[config.mk]
export PLATFORM = sky130hd
export DESIGN_NAME = kvi_lerp_unit
export DESIGN_NICKNAME = d
export VERILOG_FILES = /design/src/rtl/kvi_pkg.sv /design/src/rtl/kvi_lerp_unit.sv
export SDC_FILE = /design/constraint.sdc
export NUM_CORES = 2
export LEC_CHECK = 0
export BUFFER_PORTS_ARGS = -buffer_cell sky130_fd_sc_hd__buf_2
export CAP_MARGIN = 20
export CORE_UTILIZATION = 50
export DETAILED_ROUTE_END_ITERATION = 8
export PLACE_DENSITY = 0.73
export SETUP_SLACK_MARGIN = 0.15
export SLEW_MARGIN = 20
export SYNTH_ARGS = -nofsm -noshare
export SYNTH_HDL_FRONTEND = slang
export SYNTH_SLANG_ARGS = --single-unit
[constraint.sdc]
create_clock -name i_clk -period 14.2 [get_ports i_clk]
set_input_delay 1.42 -clock i_clk [delete_from_list [all_inputs] [get_ports i_clk]]
set_output_delay 1.42 -clock i_clk [all_outputs]
set_load 0.05 [all_outputs]
[src/rtl/kvi_pkg.sv]
// Shared types and constants for the keyframe vector interpolator.
`timescale 1ns / 1ps

package kvi_pkg;

    // Table geometry.
    localparam int MAX_KEYS  = 64;
    localparam int ADDR_W    = $clog2(MAX_KEYS);
    localparam int SLOT_W    = 6;
    localparam int COUNT_W   = 7;
    localparam int KEY_LIMIT = (MAX_KEYS < 64) ? MAX_KEYS : 64;

    // Number formats.
    localparam int TIME_W   = 32;
    localparam int COMP_W   = 32;
    localparam int VEC_W    = 3 * COMP_W;
    localparam int FRAC_W   = 16;
    localparam int FACTOR_W = FRAC_W + 1;
    localparam logic [FACTOR_W-1:0] FACTOR_ONE = FACTOR_W'(1) << FRAC_W;

    // Stream payload widths.
    localparam int S_DATA_W = 168;
    localparam int M_DATA_W = 104;
    localparam int M_USER_W = 2;

    typedef enum logic {
        OP_WRITE = 1'b0,
        OP_QUERY = 1'b1
    } t_kvi_op;

    typedef enum logic [1:0] {
        STATUS_OK    = 2'd0,
        STATUS_FEW   = 2'd1,
        STATUS_NONE  = 2'd2,
        STATUS_WRITE = 2'd3
    } t_kvi_status;

    typedef enum logic [3:0] {
        ST_IDLE,
        ST_SCAN,
        ST_RD_LO,
        ST_RD_HI,
        ST_LATCH,
        ST_FACTOR,
        ST_DIV,
        ST_BLEND,
        ST_DONE
    } t_kvi_state;

    // Keyframe write request into the key store.
    typedef struct packed {
        logic              en;
        logic [ADDR_W-1:0] addr;
        logic [TIME_W-1:0] key_tm;
        logic [VEC_W-1:0]  vec;
    } t_kvi_wr;

endpackage

[src/rtl/kvi_lerp_unit.sv]
// Shared multiplier that blends the three vector components one after another.
`timescale 1ns / 1ps

module kvi_lerp_unit (
    input  logic                           i_clk,
    input  logic                           i_rst_n,
    input  logic                           i_start,
    input  logic [kvi_pkg::VEC_W-1:0]      i_v0,
    input  logic [kvi_pkg::VEC_W-1:0]      i_v1,
    input  logic [kvi_pkg::FACTOR_W-1:0]   i_factor,
    output logic                           o_done,
    output logic [kvi_pkg::VEC_W-1:0]      o_vec
);
    import kvi_pkg::*;

    localparam int PROD_W = COMP_W + 1 + FACTOR_W + 1;
    localparam int SUM_W  = PROD_W - FRAC_W + 1;
    localparam logic signed [SUM_W-1:0] SAT_MAX = SUM_W'(64'sh7FFF_FFFF);
    localparam logic signed [SUM_W-1:0] SAT_MIN = -SUM_W'(64'sh8000_0000);

    logic                     r_busy;
    logic                     r_add_phase;
    logic [1:0]               r_comp;
    logic signed [PROD_W-1:0] r_prod;
    logic [VEC_W-1:0]         r_res;
    logic                     r_done;

    logic signed [COMP_W-1:0] comp_a;
    logic signed [COMP_W-1:0] comp_b;
    logic signed [COMP_W:0]   diff;
    logic signed [FACTOR_W:0] factor_s;
    logic signed [PROD_W-1:0] n_prod;
    logic signed [PROD_W-1:0] prod_sh;
    logic signed [SUM_W-1:0]  sum;
    logic [COMP_W-1:0]        sat;

    // Component select and the product term for the current component.
    always_comb begin
        comp_a   = i_v0[r_comp*COMP_W +: COMP_W];
        comp_b   = i_v1[r_comp*COMP_W +: COMP_W];
        diff     = {comp_b[COMP_W-1], comp_b} - {comp_a[COMP_W-1], comp_a};
        factor_s = {1'b0, i_factor};
        n_prod   = diff * factor_s;
    end

    // Floor by the arithmetic shift, add the earlier key, then saturate.
    always_comb begin
        prod_sh = r_prod >>> FRAC_W;
        sum     = prod_sh[SUM_W-1:0] + {{(SUM_W - COMP_W){comp_a[COMP_W-1]}}, comp_a};
        if (sum > SAT_MAX) begin
            sat = SAT_MAX[COMP_W-1:0];
        end else if (sum < SAT_MIN) begin
            sat = SAT_MIN[COMP_W-1:0];
        end else begin
            sat = sum[COMP_W-1:0];
        end
    end

    // Sequencing: multiply, then add, for each of the three components.
    always_ff @(posedge i_clk) begin
        if (!i_rst_n) begin
            r_busy      <= 1'b0;
            r_add_phase <= 1'b0;
            r_comp      <= '0;
            r_done      <= 1'b0;
        end else begin
            r_done <= 1'b0;
            if (i_start) begin
                r_busy      <= 1'b1;
                r_add_phase <= 1'b0;
                r_comp      <= '0;
            end else if (r_busy) begin
                r_add_phase <= !r_add_phase;
                if (r_add_phase) begin
                    r_comp <= r_comp + 1'b1;
                    if (r_comp == 2'd2) begin
                        r_busy <= 1'b0;
                        r_done <= 1'b1;
                    end
                end
            end
        end
    end

    // Product register and result vector.
    always_ff @(posedge i_clk) begin
        if (r_busy && !r_add_phase) begin
            r_prod <= n_prod;
        end
        if (r_busy && r_add_phase) begin
            r_res[r_comp*COMP_W +: COMP_W] <= sat;
        end
    end

    assign o_done = r_done;
    assign o_vec  = r_res;

endmodule

# Yosys cells after proc, flatten, opt, wreduce, memory -nomap -nowiden
# Cells that the tools add are included.
[totals] register_bits=152 latch_bits=0 ramBits=0 mem_bits_ro=0 in_bits=212 output_inout_bits=97 word_cells=35 mem_count=0
[classes] add_sub_neg=4 n_mul=1 div_mod_pow=0 n_lt_le_gt_ge=2 n_eq_ne=1 shift=4 muxes=8 bitwise=3 n_reduce_logical=6
[op_table] cell="$shiftx 96x8->32" n=2
[op_table] cell="$bwmux 96" n=1
[op_table] cell="$shift 32x34->96 const A" n=1
[op_table] cell="$shiftx 32x34->96" n=1
[op_table] cell="$mux 32" n=2
[op_table] cell="$mul 33x18->51" n=1
[op_table] cell="$add 35x32->36" n=1
[op_table] cell="$gt 36x32->1 const B" n=1
[op_table] cell="$lt 36x32->1 const B" n=1
[op_table] cell="$neg 7->34" n=1
[op_table] cell="$sub 32x32->33" n=1
[op_table] cell="$mux 1" n=5
[op_table] cell="$reduce_or 4->1" n=1
[op_table] cell="$not 1->1" n=3
[op_table] cell="$add 2x1->2 const B" n=1
[op_table] cell="$eq 2x2->1 const B" n=1
[op_table] cell="$logic_and 1x1->1" n=2
[op_table] cell="$reduce_and 2->1" n=1
[op_table] cell="$reduce_or 2->1" n=1
[op_table] cell="$logic_not 1->1" n=1

# Longest topological paths before layout
[logic_depth] word_depth=7 ltp_mapped=40 ltp_nobuf=37

# Worst setup path before layout
# OpenSTA, ideal clock, no wires.
[synth_path] path_type="register to register" start="reg r_comp[0]" end="reg r_prod[50], data pin" setup_ns=0.260 t_arrival_ns=9.699 required_time_ns=13.940 setup_slack_ns=4.241 stages_incl_launch_ff=38 n_path_buf=4 period_less_slack_ns=9.959 cell_sequence="dfxtp_1 -> clkbuf_1 -> buf_1 -> buf_1 -> mux2i_1 -> o21ai_0 -> ha_1 -> inv_1 -> fa_1 -> a211oi_1 -> o211ai_1 -> o2111ai_1 -> a21oi_1 -> a211o_1 -> a31oi_1 -> mux2i_1 -> clkbuf_1 -> nor2b_1 -> [2 not listed] -> fa_1 -> inv_1 -> fa_1 -> fa_1 -> fa_1 -> inv_1 -> fa_1 -> inv_1 -> ha_1 -> a21oi_1 -> o21ai_0 -> a21o_1 -> a21o_1 -> a211o_1 -> a221oi_1 -> o21ai_0 -> a21oi_1 -> xnor2_1"
[synth_between] elab_chain_cells=3 word_cells_on_any_way=4 classes_between="add/sub: 1; mul: 1; shift: 2"
[synth_rtl] item="start: declaration" line="kvi_lerp_unit.sv:23" rtl="logic [1:0] r_comp;"
[synth_rtl] item="start signal: assignment" line="kvi_lerp_unit.sv:75" rtl="r_comp <= r_comp + 1'b1;"
[synth_rtl] item="$shiftx 96x8->32 (on tied branches)" line="kvi_lerp_unit.sv:40, kvi_lerp_unit.sv:39"
[synth_rtl] item="$sub 32x32->33 *" line="kvi_lerp_unit.sv:41" rtl="diff = {comp_b[COMP_W-1], comp_b} - {comp_a[COMP_W-1], comp_a};"
[synth_rtl] item="$mul 33x18->51 *" line="kvi_lerp_unit.sv:43" rtl="n_prod = diff * factor_s;"
[synth_rtl] item="named net n_prod[50]" line="kvi_lerp_unit.sv:32" rtl="logic signed [PROD_W-1:0] n_prod;"
[synth_rtl] item="end signal: assignment" line="kvi_lerp_unit.sv:88" rtl="r_prod <= n_prod;"
[synth_rtl] item="end: declaration" line="kvi_lerp_unit.sv:24" rtl="logic signed [PROD_W-1:0] r_prod;"
# The timed path passes the listed nets; every way through them passes the cells marked *.
# A chain may end at the register's enable or synchronous reset.

# Worst setup path after layout
[layout_path] start="reg r_comp[0]" end="reg r_prod[48], data pin"
# Same word-level chain as after synthesis.

==> reports/metrics.yaml <==
final_layout:
  layout.nets: 4349
  area_growth_pct: 10.6
  final_cell_mix: "inv_1 (663), fa_1 (536), nand2_1 (421)"
  seqCellArea_sq_um: 4040
  final_common_cell: "inv_1"
  nFillCells: 5036
  multi_input_area_sq_um: 21500
  final_layout_size_suffix_gt1_frac: 0.118
placed_design:
  port_buffers: 308
  place_hpwl_um: 61200
  gp_congestion: 0.914
floorplanning:
  fp.dieH_um: 241
  start_util: 0.506
  core-area_sq_um: 56300
  die_area_sq_um: 57900
  die_x_um: 241
  rows: 87
  io_pins: 309
timing:
  period_share: 0.771
  rsz0062_at_grt: "no"
  setup_tns_ns: 0
  setup_viol: 0
  finalClockSkew_ns: 0.0166
  clock.fmax_mhz: 91.3
  slew_headroom: 0.275
  drv_slew: 0
  finalHoldViolCount: 0
  worst_pin_slew_ns: 1.09
  fin_crit_ns: 10.95
logic_synthesis:
  synth_ff_type: "edfxtp_1"
  yosysSeqAreaShare: 0.142
  synth_top_area_cell: "fa_1"
  yosysWarnings: 0
  synthesis.area_sq_um: 28500
  syn_area_per_cell_sq_um: 9.00
  synth_cells: 3163
  synth_nets: 4100
  ys_ff_latch: 136
  synth_top_area_frac: 0.377
  ys_async_sr_fraction: 0
  synth_edf_count: 131
  ys_top_cells_by_area: "fa_1 (38%), edfxtp_1 (14%), inv_1 (8.7%)"
  post_synth_num_cell_types: 65
worst_setup_path:
  crit_path_end_kind: "flop"
  path_delay_family: "adder cells"
  cp_slowest_cell: "dfxtp_4"
  r2r_setup_slack_ns: 3.25
  startpoint_type: "flop"
  cp_common_cell: "fa_1"
  critical_path.max_stage_delay_ns: 0.67
  path_max_fanout: 41
  cp.arrival_ns: 11.14
  worstSetupPathType: "flop to flop"
  required_ns: 14.39
  crit_start: "r_comp[0]$_SDFFE_PP0P_"
  timing.rr.start: "r_comp[0]$_SDFFE_PP0P_"
  worst-path-buf-inv: 4
grt:
  grt_max_degree: 68
  grt_pass1_wl_um: 125000
  antenna_found_initial: 9
  grt_pass1_vias: 23600
  grt-ovfl-total: 0
  grt_usage: 0.282
job:
  drv_cap: 0
clock_network:
  cts_hold_buf: 0
  cts_tree: "done"
  clk_latency_ns: 0.43
  postCtsSetupBuffers: 0
  ctsHtreeMaxLevel: 4
  clkSinkCount: 136
  ctsRootBufferMaster: "clkbuf_16"
  clk_pin_slew_ns: 0.07
  cts_buffers: 17
  ctsLongestPathBuffers: 2
  cts_resized: 0
routing:
  num_vias: 22700
  drc: 0
  drtIter0Drc: 1737
  ant_nets: 0
  wl_um: 79100
  firstDrtPassIters: 5
  routed_via_density: 5.43
  wire_per_inst_um: 18.9
outcome:
  status: "finished clean"
hold_path:
  hold_path_class: "flop to flop"
  min_from: "r_busy$_SDFF_PN0_"
## worst min-delay path, stage by stage, from the launching register on
cell and delay (ns):
dfxtp_1 0.39, nand3_1 0.12, a21oi_1 0.05
## registers in the layout, indices dropped and copies added (netlist names)
register / cells
r_comp: 2
r_add_phase: 1
r_busy: 1
o_done: 1
r_prod: 35
o_vec: 96
## worst paths after layout
| path | endpoint | cells after the start |
|---|---|---|
| worst max-delay path | r_prod[48]$_DFFE_PP_ | 33 |
| worst min-delay path | r_comp[1]$_SDFFE_PP0P_ | 2 |
| worst max register to register | r_prod[48]$_DFFE_PP_ | 33 |
| worst min register to register | r_comp[1]$_SDFFE_PP0P_ | 2 |
## metal layers
layer,wire length (um),GRT usage
met1,31000,0.357
met4,3230,0.117
met3,7530,0.0578
met5,62,0
met2,37200,0.470
## synth_stat cells (10+ instances only)
library cell	number
o21ai_0	83
a31oi_1	11
edfxtp_1	131
o211ai_1	14
and3_1	24
mux2i_1	66
clkbuf_1	106
nor2b_1	38
nor2_1	211
a21o_1	40
inv_1	663
nand2_1	421
nor3_1	21
xnor2_1	66
fa_1	536
ha_1	189
nand4_1	12
o21bai_1	10
a21oi_1	126
and2_1	201
nand2b_1	17
nand3_1	25
a211oi_1	17
xor2_1	34
## final cells by class
type / count / share of cell area
multi-input cells: 2242 / 0.684
flip-flops and latches: 136 / 0.128
inverters: 663 / 0.0791
repair buffers: 352 / 0.0595
well taps: 756 / 0.0301
clock buffers: 19 / 0.0138
clock inverters: 13 / 0.00537
diodes: 4 / 0.000318
## through the flow
step / setup WS, ns / utilization / cells / cell area (sq um) / hold WS, ns
2_1_floorplan: 4.24 / - / 3163 / 28500 / 0.531
3_3_place_gp: 3.24 / 0.548 / 4149 / 30900 / 0.581
3_5_place_dp: 3.05 / 0.548 / 4149 / 30900 / 0.578
4_1_cts: 3.32 / 0.559 / 4181 / 31500 / 0.592
5_1_grt: 2.67 / 0.559 / 4185 / 31500 / 0.633
6_report: 3.25 / 0.559 / 4185 / 31500 / 0.596
## cell families after synthesis
family / after synthesis / share of synthesized area
AOI/OAI and AO/OA: 353 / 0.0761
xor gates and xnor gates: 100 / 0.0308
adders and majority gates: 725 / 0.460
buffers and inverters: 785 / 0.105
DFF: 136 / 0.142
muxes: 66 / 0.0232
and+or+nand+nor: 998 / 0.164
Power is not shown: default switching activity piles up to over one toggle a cycle in this logic, so the estimate is an artifact.
