### src/rtl/kvi_pkg.sv
// Shared types and constants for the keyframe vector interpolator.
`timescale 1ns / 1ps

package kvi_pkg;

    // Table geometry.
    localparam int MAX_KEYS  = 64;
    localparam int ADDR_W    = $clog2(MAX_KEYS);
    localparam int SLOT_W    = 6;
    localparam int COUNT_W   = 7;
    localparam int KEY_LIMIT = (MAX_KEYS < 64) ? MAX_KEYS : 64;

    // Number formats.
    localparam int TIME_W   = 32;
    localparam int COMP_W   = 32;
    localparam int VEC_W    = 3 * COMP_W;
    localparam int FRAC_W   = 16;
    localparam int FACTOR_W = FRAC_W + 1;
    localparam logic [FACTOR_W-1:0] FACTOR_ONE = FACTOR_W'(1) << FRAC_W;

    // Stream payload widths.
    localparam int S_DATA_W = 168;
    localparam int M_DATA_W = 104;
    localparam int M_USER_W = 2;

    typedef enum logic {
        OP_WRITE = 1'b0,
        OP_QUERY = 1'b1
    } t_kvi_op;

    typedef enum logic [1:0] {
        STATUS_OK    = 2'd0,
        STATUS_FEW   = 2'd1,
        STATUS_NONE  = 2'd2,
        STATUS_WRITE = 2'd3
    } t_kvi_status;

    typedef enum logic [3:0] {
        ST_IDLE,
        ST_SCAN,
        ST_RD_LO,
        ST_RD_HI,
        ST_LATCH,
        ST_FACTOR,
        ST_DIV,
        ST_BLEND,
        ST_DONE
    } t_kvi_state;

    // Keyframe write request into the key store.
    typedef struct packed {
        logic              en;
        logic [ADDR_W-1:0] addr;
        logic [TIME_W-1:0] key_tm;
        logic [VEC_W-1:0]  vec;
    } t_kvi_wr;

endpackage

### src/rtl/kvi_divider.sv
// Restoring divider that forms the 16-bit blend fraction one quotient bit per cycle.
`timescale 1ns / 1ps

module kvi_divider (
    input  logic                         i_clk,
    input  logic                         i_rst_n,
    input  logic                         i_start,
    input  logic [kvi_pkg::TIME_W-1:0]   i_dist,
    input  logic [kvi_pkg::TIME_W-1:0]   i_span,
    output logic                         o_done,
    output logic [kvi_pkg::FRAC_W-1:0]   o_quot
);
    import kvi_pkg::*;

    localparam int CNT_W = $clog2(FRAC_W + 1);

    logic              r_busy;
    logic [CNT_W-1:0]  r_cnt;
    logic [TIME_W-1:0] r_rem;
    logic [TIME_W-1:0] r_span;
    logic [FRAC_W-1:0] r_quot;
    logic              r_done;

    logic [TIME_W:0]   rem_sh;
    logic              fits;
    logic [TIME_W:0]   rem_sub;

    // One restoring step: shift the remainder left and try the subtract.
    always_comb begin
        rem_sh  = {r_rem, 1'b0};
        fits    = rem_sh >= {1'b0, r_span};
        rem_sub = rem_sh - {1'b0, r_span};
    end

    // Control: the start clears the count, the last step raises done.
    always_ff @(posedge i_clk) begin
        if (!i_rst_n) begin
            r_busy <= 1'b0;
            r_cnt  <= '0;
            r_done <= 1'b0;
        end else begin
            r_done <= 1'b0;
            if (i_start) begin
                r_busy <= 1'b1;
                r_cnt  <= '0;
            end else if (r_busy) begin
                r_cnt <= r_cnt + 1'b1;
                if (r_cnt == CNT_W'(FRAC_W - 1)) begin
                    r_busy <= 1'b0;
                    r_done <= 1'b1;
                end
            end
        end
    end

    // Datapath: the distance is below the span, so the quotient fits in the fraction bits.
    always_ff @(posedge i_clk) begin
        if (i_start) begin
            r_rem  <= i_dist;
            r_span <= i_span;
            r_quot <= '0;
        end else if (r_busy) begin
            r_rem  <= fits ? rem_sub[TIME_W-1:0] : rem_sh[TIME_W-1:0];
            r_quot <= {r_quot[FRAC_W-2:0], fits};
        end
    end

    assign o_done = r_done;
    assign o_quot = r_quot;

endmodule

### config.mk
export PLATFORM = sky130hd
export DESIGN_NAME = kvi_divider
export DESIGN_NICKNAME = d
export VERILOG_FILES = /design/src/rtl/kvi_pkg.sv /design/src/rtl/kvi_divider.sv
export SDC_FILE = /design/constraint.sdc
export NUM_CORES = 1
export LEC_CHECK = 0
export ABC_AREA = 0
export ABC_CLOCK_PERIOD_IN_PS = 3000
export BUFFER_PORTS_ARGS = -buffer_cell sky130_fd_sc_hd__buf_2
export CAP_MARGIN = 10
export CELL_PAD_IN_SITES_DETAIL_PLACEMENT = 1
export CELL_PAD_IN_SITES_GLOBAL_PLACEMENT = 1
export CORE_MARGIN = 10
export CORE_UTILIZATION = 40
export CTS_BUF_LIST = sky130_fd_sc_hd__clkbuf_16
export DETAILED_ROUTE_END_ITERATION = 10
export HOLD_SLACK_MARGIN = 0.02
export PLACE_DENSITY = 0.76
export SETUP_SLACK_MARGIN = 0.1
export SYNTH_ARGS = -nofsm -noshare
export SYNTH_HDL_FRONTEND = slang
export SYNTH_SLANG_ARGS = --single-unit
### constraint.sdc
create_clock -name i_clk -period 3 [get_ports i_clk]
set_clock_uncertainty 0.2 [all_clocks]
set_input_delay 0.6 -clock i_clk [delete_from_list [all_inputs] [get_ports i_clk]]
set_output_delay 0.6 -clock i_clk [all_outputs]
set_load 0.005 [all_outputs]
Yosys cells after proc, flatten, opt, wreduce, memory -nomap -nowiden. Cells that the tools add are included. Widths: inputs -> output; s select.

Output and inout port bits: 17. Input port bits: 67. Logic and storage cells: 22. Bits in registers: 87.

Order comparisons: 1. Add/subtract/negate cells: 2. Muxes and demuxes: 7. Reductions and logical operators: 3. Equal/unequal tests: 1. Bitwise logic cells: 2.

Operators with widths (number): $mux 32 (3); $ge 33x32->1 (1); $sub 32x32->32 (1); $add 5x1->5 const B (1); $eq 5x4->1 const B (1); $mux 1 (4); $reduce_or 3->1 (1); $not 1->1 (2); $reduce_bool 2->1 (1); $reduce_or 2->1 (1).

Logic depth before layout (Yosys ltp). Gate-level depths: netlist of run 1.

Word-level depth: 4. Depth in mapped cells: 13. Depth with buffers taken out: 10.

Worst setup path before layout of run 1. OpenSTA, ideal clock, no wires.

Kind: reg-to-reg. Start point: register r_rem[10]. End point: register r_rem[26] (data pin). Cell stages (with the launch flop): 11. Slack: 4 ps. Data arrival time: 2535 ps. Setup time: 261 ps. Clock period less this slack: 2996 ps. Cell sequence: edfxtp_1 > ha_1 > clkbuf_1 > nand2_1 > a2111oi_4 > o31ai_2 > a211oi_2 > o211ai_2 > and2_4 > buf_6 > a311o_1.

Cells in the longest elaborated chain, start to end: 4. Elaborated cells on any way between the ends: 5. Classes of those cells: 1 x add/sub; 1 x order compare; 3 x mux.

RTL lines: start, declared (RTL line kvi_divider.sv:19) `logic [TIME_W-1:0] r_rem;`; start signal, assigned (RTL line kvi_divider.sv:59) `r_rem <= i_dist;`; start signal, assigned (RTL line kvi_divider.sv:63) `r_rem <= fits ? rem_sub[TIME_W-1:0] : rem_sh[TIME_W-1:0];`; $sub 32x32->32 or $ge 33x32->1 (tied branches) (RTL line kvi_divider.sv:32, kvi_divider.sv:31); $mux 32 (*) (RTL line kvi_divider.sv:63); $mux 32 (*) (RTL line kvi_divider.sv:62) `end else if (r_busy) begin`; $mux 32 (*) (RTL line kvi_divider.sv:58) `if (i_start) begin`.

Mark *: on every way between the ends. The rest lies on a longest branch, timed or not. The select of a mux whose other input is x is not followed. A chain may end at the register's enable or synchronous reset.

Worst setup path after layout of run 1.
Start point: register r_rem[2]. End point: register r_rem[27] (data pin).

The elaborated chain is that of the path after synthesis.

==> results of run 1 <==
## worst max path at each step
stage,startpoint,end,slack [ns],depth (start not counted)
finish,r_rem[2],r_rem[27],-0.13,13
global route,r_rem[2],r_rem[27],-0.29,13
CTS,r_rem[2],r_rem[6],-0.13,11
detailed placement,r_rem[11],r_rem[31],-0.1,9
global placement,r_rem[5],r_rem[26],-0.02,9
floorplan,r_rem[3],r_rem[26],0.1,10
## synthesized netlist by cell type (11+ instances only)
cell      number  area (sq um)
clkbuf_1      22          82.6
dfxtp_1       23           460
xor2_1        17           149
o21ai_0       17          85.1
a21oi_1       33           165
a21o_1        15           113
nand4_1       25           156
edfxtp_1      64          1920
inv_1         36           135
nand3_1       11          55.1
nor2_1        38           143
and2_1        12          75.1
ha_1          34           425
nand2_1       47           176
mux2i_1       16           160
o311ai_1      19           166
xnor2_1       14           123
## layout make-up
cell class,instances,area [sq um]
clock inverters,7,86.3
inverters,37,139
fillers,1488,5950
repair buffers,143,943
multi-input cells,396,3350
clock buffers,9,225
flip-flops and latches,87,2380
well taps,176,220
## placed cells by master, fill, tap and decap left out, types with 6 or more instances in the layout
cell type	count
buf_2	83
edfxtp_1	64
buf_4	53
nand2_1	47
nor2_1	38
inv_1	35
nand4_1	25
a21oi_1	25
ha_1	24
dfxtp_1	23
xor2_1	17
o21ai_0	16
mux2i_1	16
a21o_1	15
xnor2_1	14
and2_1	12
o311ai_4	11
nand3_1	10
clkbuf_16	9
a21oi_2	8
o311ai_2	8
a211oi_2	7
and3_1	6
o31ai_2	6
a41oi_2	6
## worst register-to-register path, cell delays in order (launching register included)
cell and delay (ns):
edfxtp_1 0.43, ha_4 0.27, a21o_1 0.17, a21oi_1 0.15, buf_4 0.15, buf_4 0.09
buf_4 0.09, a21oi_1 0.09, o21ai_2 0.26, a21oi_1 0.13, o21ai_0 0.33, buf_4 0.18
xor2_1 0.25, o31ai_4 0.07
## timing repair
item | in CTS | in global routing
buffers inserted | 7 | 5
setup endpoints to repair | 33 | 33
resized for setup | 44 | 42
pin swaps | 23 | 18
hold buffers | 0 | 0
cloned | 2 | 0
## cell families (layout without fill, tap and decap cells)
group           Yosys count  after routing
buf+inv                  68            196
simple gates            168            168
fa+ha+maj                35             35
flops                    87             87
compound gates          145            145
xor+xnor                 31             31
mux                      17             17
## flip-flops by register name (all words and copies together) (netlist names)
name / flops
o_quot: 16
r_rem: 32
o_done: 1
r_cnt: 5
r_busy: 1
r_span: 32
## power by group
part           switching [mW]  internal (mW)
Combinational            1.58           1.25
Sequential              0.117           1.52
Clock                   0.575          0.597
## routing by layer
metal | wire length [microns] | share of wire, %
met5 | 0 | 0
met1 | 7420 | 43
met3 | 768 | 4.4
met4 | 388 | 2.2
met2 | 8810 | 51
==> flow_metrics.env, run 1 <==
export IMPL_status="finished, violations left"
export IMPL_violations="negative setup slack"
export IMPL_end_kind="register"
export IMPL_period_needed_ns=3.13
export IMPL_final_layout_size_suffix_gt1_share_pct=34.8
export IMPL_start_util_pct=40.9
export IMPL_ys_seq_area_share_pct=43.8
export IMPL_final_area_sq_um=7350
export IMPL_worstPathMaxFanout=3
export IMPL_maxSlewViolCount=0
export IMPL_min_path_cells=1
export IMPL_fp_row_count=42
export IMPL_worstReg2RegEnd="r_rem[27]"
export IMPL_die_h_microns=137
export IMPL_worst_pin_slew_ns=0.492
export IMPL_syn_nets=653
export IMPL_synth_distinct_cells=62
export IMPL_p_total_mw=5.64
export IMPL_grt_max_degree=40
export IMPL_drtIter0Drc=241
export IMPL_tritoncts="yes"
export IMPL_grt_pass1_vias=5310
export IMPL_holdPathEnd="r_span[10]"
export IMPL_gp_congestion=0.853
export IMPL_synth_simple_area_share_pct=15.4
export IMPL_finalNonFillerCells=855
export IMPL_grt_pass1_wl_mm=27.2
export IMPL_clock_latency_ns=0.36
export IMPL_die_w_microns=137
export IMPL_ant_nets=0
export IMPL_postSynthAreaPerCell_sq_um=9.87
export IMPL_clock_sinks=87
export IMPL_post_route_drc_count=0
export IMPL_crit_chain="ha_4 -> a21o_1 -> a21oi_1 -> buf_4 -> buf_4 -> buf_4 -> a21oi_1 -> o21ai_2 -> a21oi_1 -> o21ai_0 -> buf_4 -> xor2_1 -> o31ai_4"
export IMPL_ir_drop_mv=0.359
export IMPL_crit_family="compound AO/OA/AOI/OAI gates"
export IMPL_synth_compound_area_share_pct=19.5
export IMPL_setup_viol=27
export IMPL_dp_slack_ns=-0.0977
export IMPL_final_nets=776
export IMPL_async_flop_share_pct=0
export IMPL_clkSlewWorstSetupHoldPaths_ns=0.08
export IMPL_overflow=0
export IMPL_worst_setup_path_type="reg2reg"
export IMPL_netlist_instances=551
export IMPL_dp_hpwl_mm=12.0
export IMPL_muxShareOfSynthArea_pct=3.15
export IMPL_root_buffer="clkbuf_16"
export IMPL_critPathMostFrequentCell="buf_4"
export IMPL_synth_main_ff_cell="edfxtp_1"
export IMPL_synthAdderAreaFrac_pct=8.19
export IMPL_synth_edff_count=64
export IMPL_synth_warnings=0
export IMPL_antenna_found_initial=0
export IMPL_via_per_inst=5.64
export IMPL_routedWlPerCell_microns=20.3
export IMPL_cts_buffers=9
export IMPL_ioPinCount=84
export IMPL_slew_headroom_pct=67.2
export IMPL_required_ns=2.90
export IMPL_setup_tns_ns=-1.12
export IMPL_io_buffers=83
export IMPL_netlist_area_sq_um=5440
export IMPL_grt_use_met2_pct=31.4
export IMPL_rr_worst_depth=13
export IMPL_rsz0062_at_grt="yes"
export IMPL_grtUsageMet3_pct=4.44
export IMPL_leakagePower_nw=3.08
export IMPL_synth_seq_cells=87
export IMPL_hp_start="i_span[10]"
export IMPL_first_pass_iters=4
export IMPL_track_usage_pct=18.1
export IMPL_cap_violations=0
export IMPL_fin_hold_ws_ns=0.205
export IMPL_r2r_start="r_rem[2]"
export IMPL_clock_fmax_ghz=0.320
export IMPL_cpMaxStageDelayCell="edfxtp_1"
export IMPL_fin_util_pct=55.3
export IMPL_setup_ws_ns=-0.127
export IMPL_hp_class="in2reg"
export IMPL_vias=4823
export IMPL_rrSetupSlack_ns=-0.13
export IMPL_fin_crit_sh_pct=104
export IMPL_placedCellCount=826
export IMPL_wirelength_mm=17.4
export IMPL_synth_top_family_by_area="compound AO/OA/AOI/OAI gates"
export IMPL_busiest_layer="met2"
export IMPL_hold_violations=0
export IMPL_power_density_nw_per_um2=768
export IMPL_cp_start_kind="register"
export IMPL_synth_xor_area_share_pct=4.99
export IMPL_area_growth_pct=35.1
export IMPL_core_sq_um=13300
export IMPL_arrival_ns=3.03
export IMPL_max_stage_delay_ns=0.43
export IMPL_clockBufferDepth=2
export IMPL_grt_util_met1_pct=20.9
export IMPL_dpl_cell_area_sq_um=6390
export IMPL_htreeDepth=3
export IMPL_dieArea_sq_um=18700
export IMPL_num_antenna_cells=0
export IMPL_cp_buffers_inverters=4
Power figures use the tool's default switching activity.
==> run 2, diff against run 1 <==
- CELL_PAD_IN_SITES_DETAIL_PLACEMENT: 1 -> unset
- CELL_PAD_IN_SITES_GLOBAL_PLACEMENT: 1 -> unset
- CORE_UTILIZATION: 40 -> 54
- CTS_BUF_LIST: sky130_fd_sc_hd__clkbuf_16 -> sky130_fd_sc_hd__clkbuf_2
- PLACE_DENSITY: 0.76 -> 0.78
==> run 2 against run 1 <==
The flow still finishes with violations (negative setup slack). Register-to-register slack got worse by 0.07 ns. Sequential power about the same. Final cell count decreased by 1.9%. Maximum frequency down 2.1%. Non-clock buffer count is 27 higher. Combinational power shrank 3%. Wire length fell by 8.5%.
==> flow_metrics.env, run 2 (synthesized netlist as in run 1, its figures left out) <==
export IMPL_status="finished, violations left"
export IMPL_violations="negative setup slack"
export IMPL_num_antenna_cells=0
export IMPL_arrival_ns=3.33
export IMPL_slew_headroom_pct=60.4
export IMPL_dpl_cell_area_sq_um=6260
export IMPL_cp_start_kind="register"
export IMPL_ioPinCount=84
export IMPL_clkSlewWorstSetupHoldPaths_ns=0.26
export IMPL_grt_max_degree=107
export IMPL_setup_viol=33
export IMPL_rr_worst_depth=11
export IMPL_clock_fmax_ghz=0.313
export IMPL_mostFrequentLayoutCells="83 x buf_2, 64 x edfxtp_1, 46 x nand2_1, 42 x buf_4, 38 x nor2_1"
export IMPL_htreeDepth=3
export IMPL_worst_pin_slew_ns=0.594
export IMPL_wirelength_mm=15.9
export IMPL_track_usage_pct=21.2
export IMPL_clock_latency_ns=0.62
export IMPL_clock_sinks=87
export IMPL_cts_buffers=9
export IMPL_power_density_nw_per_um2=696
export IMPL_fin_crit_sh_pct=106
export IMPL_die_w_microns=120
export IMPL_dieArea_sq_um=14500
export IMPL_area_growth_pct=35.6
export IMPL_worst_setup_path_type="reg2reg"
export IMPL_hp_start="i_dist[3]"
export IMPL_via_per_inst=5.92
export IMPL_io_buffers=83
export IMPL_multi_input_area_sq_um=3300
export IMPL_fin_util_pct=75.5
export IMPL_drtIter0Drc=370
export IMPL_routedWlPerCell_microns=19.0
export IMPL_r2r_start="r_rem[3]"
export IMPL_dp_hpwl_mm=10.3
export IMPL_die_h_microns=120
export IMPL_worstReg2RegEnd="r_rem[15]"
export IMPL_root_buffer="clkbuf_2"
export IMPL_first_pass_iters=6
export IMPL_antenna_found_initial=0
export IMPL_leakagePower_nw=3.12
export IMPL_overflow=0
export IMPL_hp_class="in2reg"
export IMPL_clockBufferDepth=2
export IMPL_ir_drop_mv=0.392
export IMPL_gp_congestion=0.946
export IMPL_setup_ws_ns=-0.193
export IMPL_worstPathMaxFanout=4
export IMPL_rrSetupSlack_ns=-0.19
export IMPL_num_fill_cells=708
export IMPL_finalNonFillerCells=839
export IMPL_tritoncts="yes"
export IMPL_end_kind="register"
export IMPL_p_total_mw=5.13
export IMPL_period_needed_ns=3.19
export IMPL_vias=4966
export IMPL_required_ns=3.14
export IMPL_fp_row_count=36
export IMPL_cap_violations=0
export IMPL_holdPathEnd="r_rem[3]"
export IMPL_min_path_cells=3
export IMPL_final_common_cell="buf_2"
export IMPL_seq_area_sq_um=2380
export IMPL_fin_hold_ws_ns=0.0729
export IMPL_grt_pass1_vias=5048
export IMPL_setup_tns_ns=-3.37
export IMPL_placedCellCount=773
export IMPL_final_layout_size_suffix_gt1_share_pct=29.6
export IMPL_dp_slack_ns=-0.0867
export IMPL_final_nets=803
export IMPL_start_util_pct=55.6
export IMPL_final_area_sq_um=7380
export IMPL_post_route_drc_count=0
export IMPL_rsz0062_at_grt="yes"
export IMPL_grt_pass1_wl_mm=25.1
export IMPL_maxSlewViolCount=0
export IMPL_ant_nets=0
export IMPL_core_sq_um=9770
export IMPL_hold_violations=0
-- run 2: cell types whose count changed in the layout (fill, tap and decap cells not counted), moves of 3 or more --
| cell | before | now |
|---|---|---|
| ha_1 | 24 | 28 |
| ha_2 | 5 | 2 |
| buf_4 | 53 | 42 |
| a41oi_2 | 6 | 2 |
| a211oi_2 | 7 | 2 |
| a211oi_1 | 4 | 9 |
| clkbuf_16 | 9 | 1 |
| a21oi_1 | 25 | 29 |
| clkbuf_2 | 0 | 9 |
| o31ai_1 | 3 | 0 |
| dlygate4sd3_1 | 0 | 37 |
| o21ai_1 | 1 | 4 |
| a21oi_2 | 8 | 4 |
| clkinv_8 | 3 | 0 |
-- run 2: report_power, final --
group	leakage (nW)	internal (mW)	switching [mW]
clock network	0.0877	0.287	0.452
logic	2.20	1.23	1.52
registers	0.827	1.52	0.121
total	3.12	3.04	2.09
-- run 2: layout make-up --
type / instances / area share [%]
inverter: 37 / 1.88
sequential: 87 / 32.3
multi-input combinational: 396 / 44.7
tap: 133 / 2.26
clock inverter: 7 / 1.36
timing repair buffer: 170 / 16.9
clock buffer: 9 / 0.611
-- run 2: worst max path at each step --
stage                  start        end  slack [ns]  cells after the start
floorplan           r_rem[3]  r_rem[26]         0.1                     10
global placement    r_rem[5]  r_rem[26]        0.01                      9
detailed placement  r_rem[5]  r_rem[26]       -0.09                      9
CTS                 r_rem[2]  r_rem[26]       -0.11                     11
global route        r_rem[3]   r_rem[6]       -0.26                     10
finish              r_rem[3]  r_rem[15]       -0.19                     11
-- run 2: layer usage --
layer / share of wire, % / up-vias / wire length [microns] / GRT usage [%]
met3: 7.4 / 25 / 1170 / 6.19
met1: 41 / 2384 / 6570 / 25.4
met4: 1.9 / 0 / 299 / 7.16
met5: 0 / - / 0 / 0
met2: 49 / 190 / 7870 / 35.9
li1: - / 2367 / - / -
-- run 2: repair_timing --
| item | in CTS | in global routing |
|---|---|---|
| endpoints found under the hold margin | 37 | 0 |
| pin swaps | 22 | 12 |
| cloned | 2 | 1 |
| endpoints found under the setup margin | 33 | 33 |
| buffers inserted | 5 | 5 |
| gates resized for setup | 51 | 18 |
| hold buffers | 37 | 0 |
-- run 2: worst max-delay path, stage by stage (launching register included) --
cell and delay, ns:
edfxtp_1 0.49, ha_4 0.34, nand3_4 0.08, o21bai_4 0.20, a2111oi_4 0.43, o31ai_2 0.12, a211oi_2 0.27, o211ai_2 0.16
buf_4 0.19, buf_2 0.15, nand4_1 0.16, o311ai_4 0.14
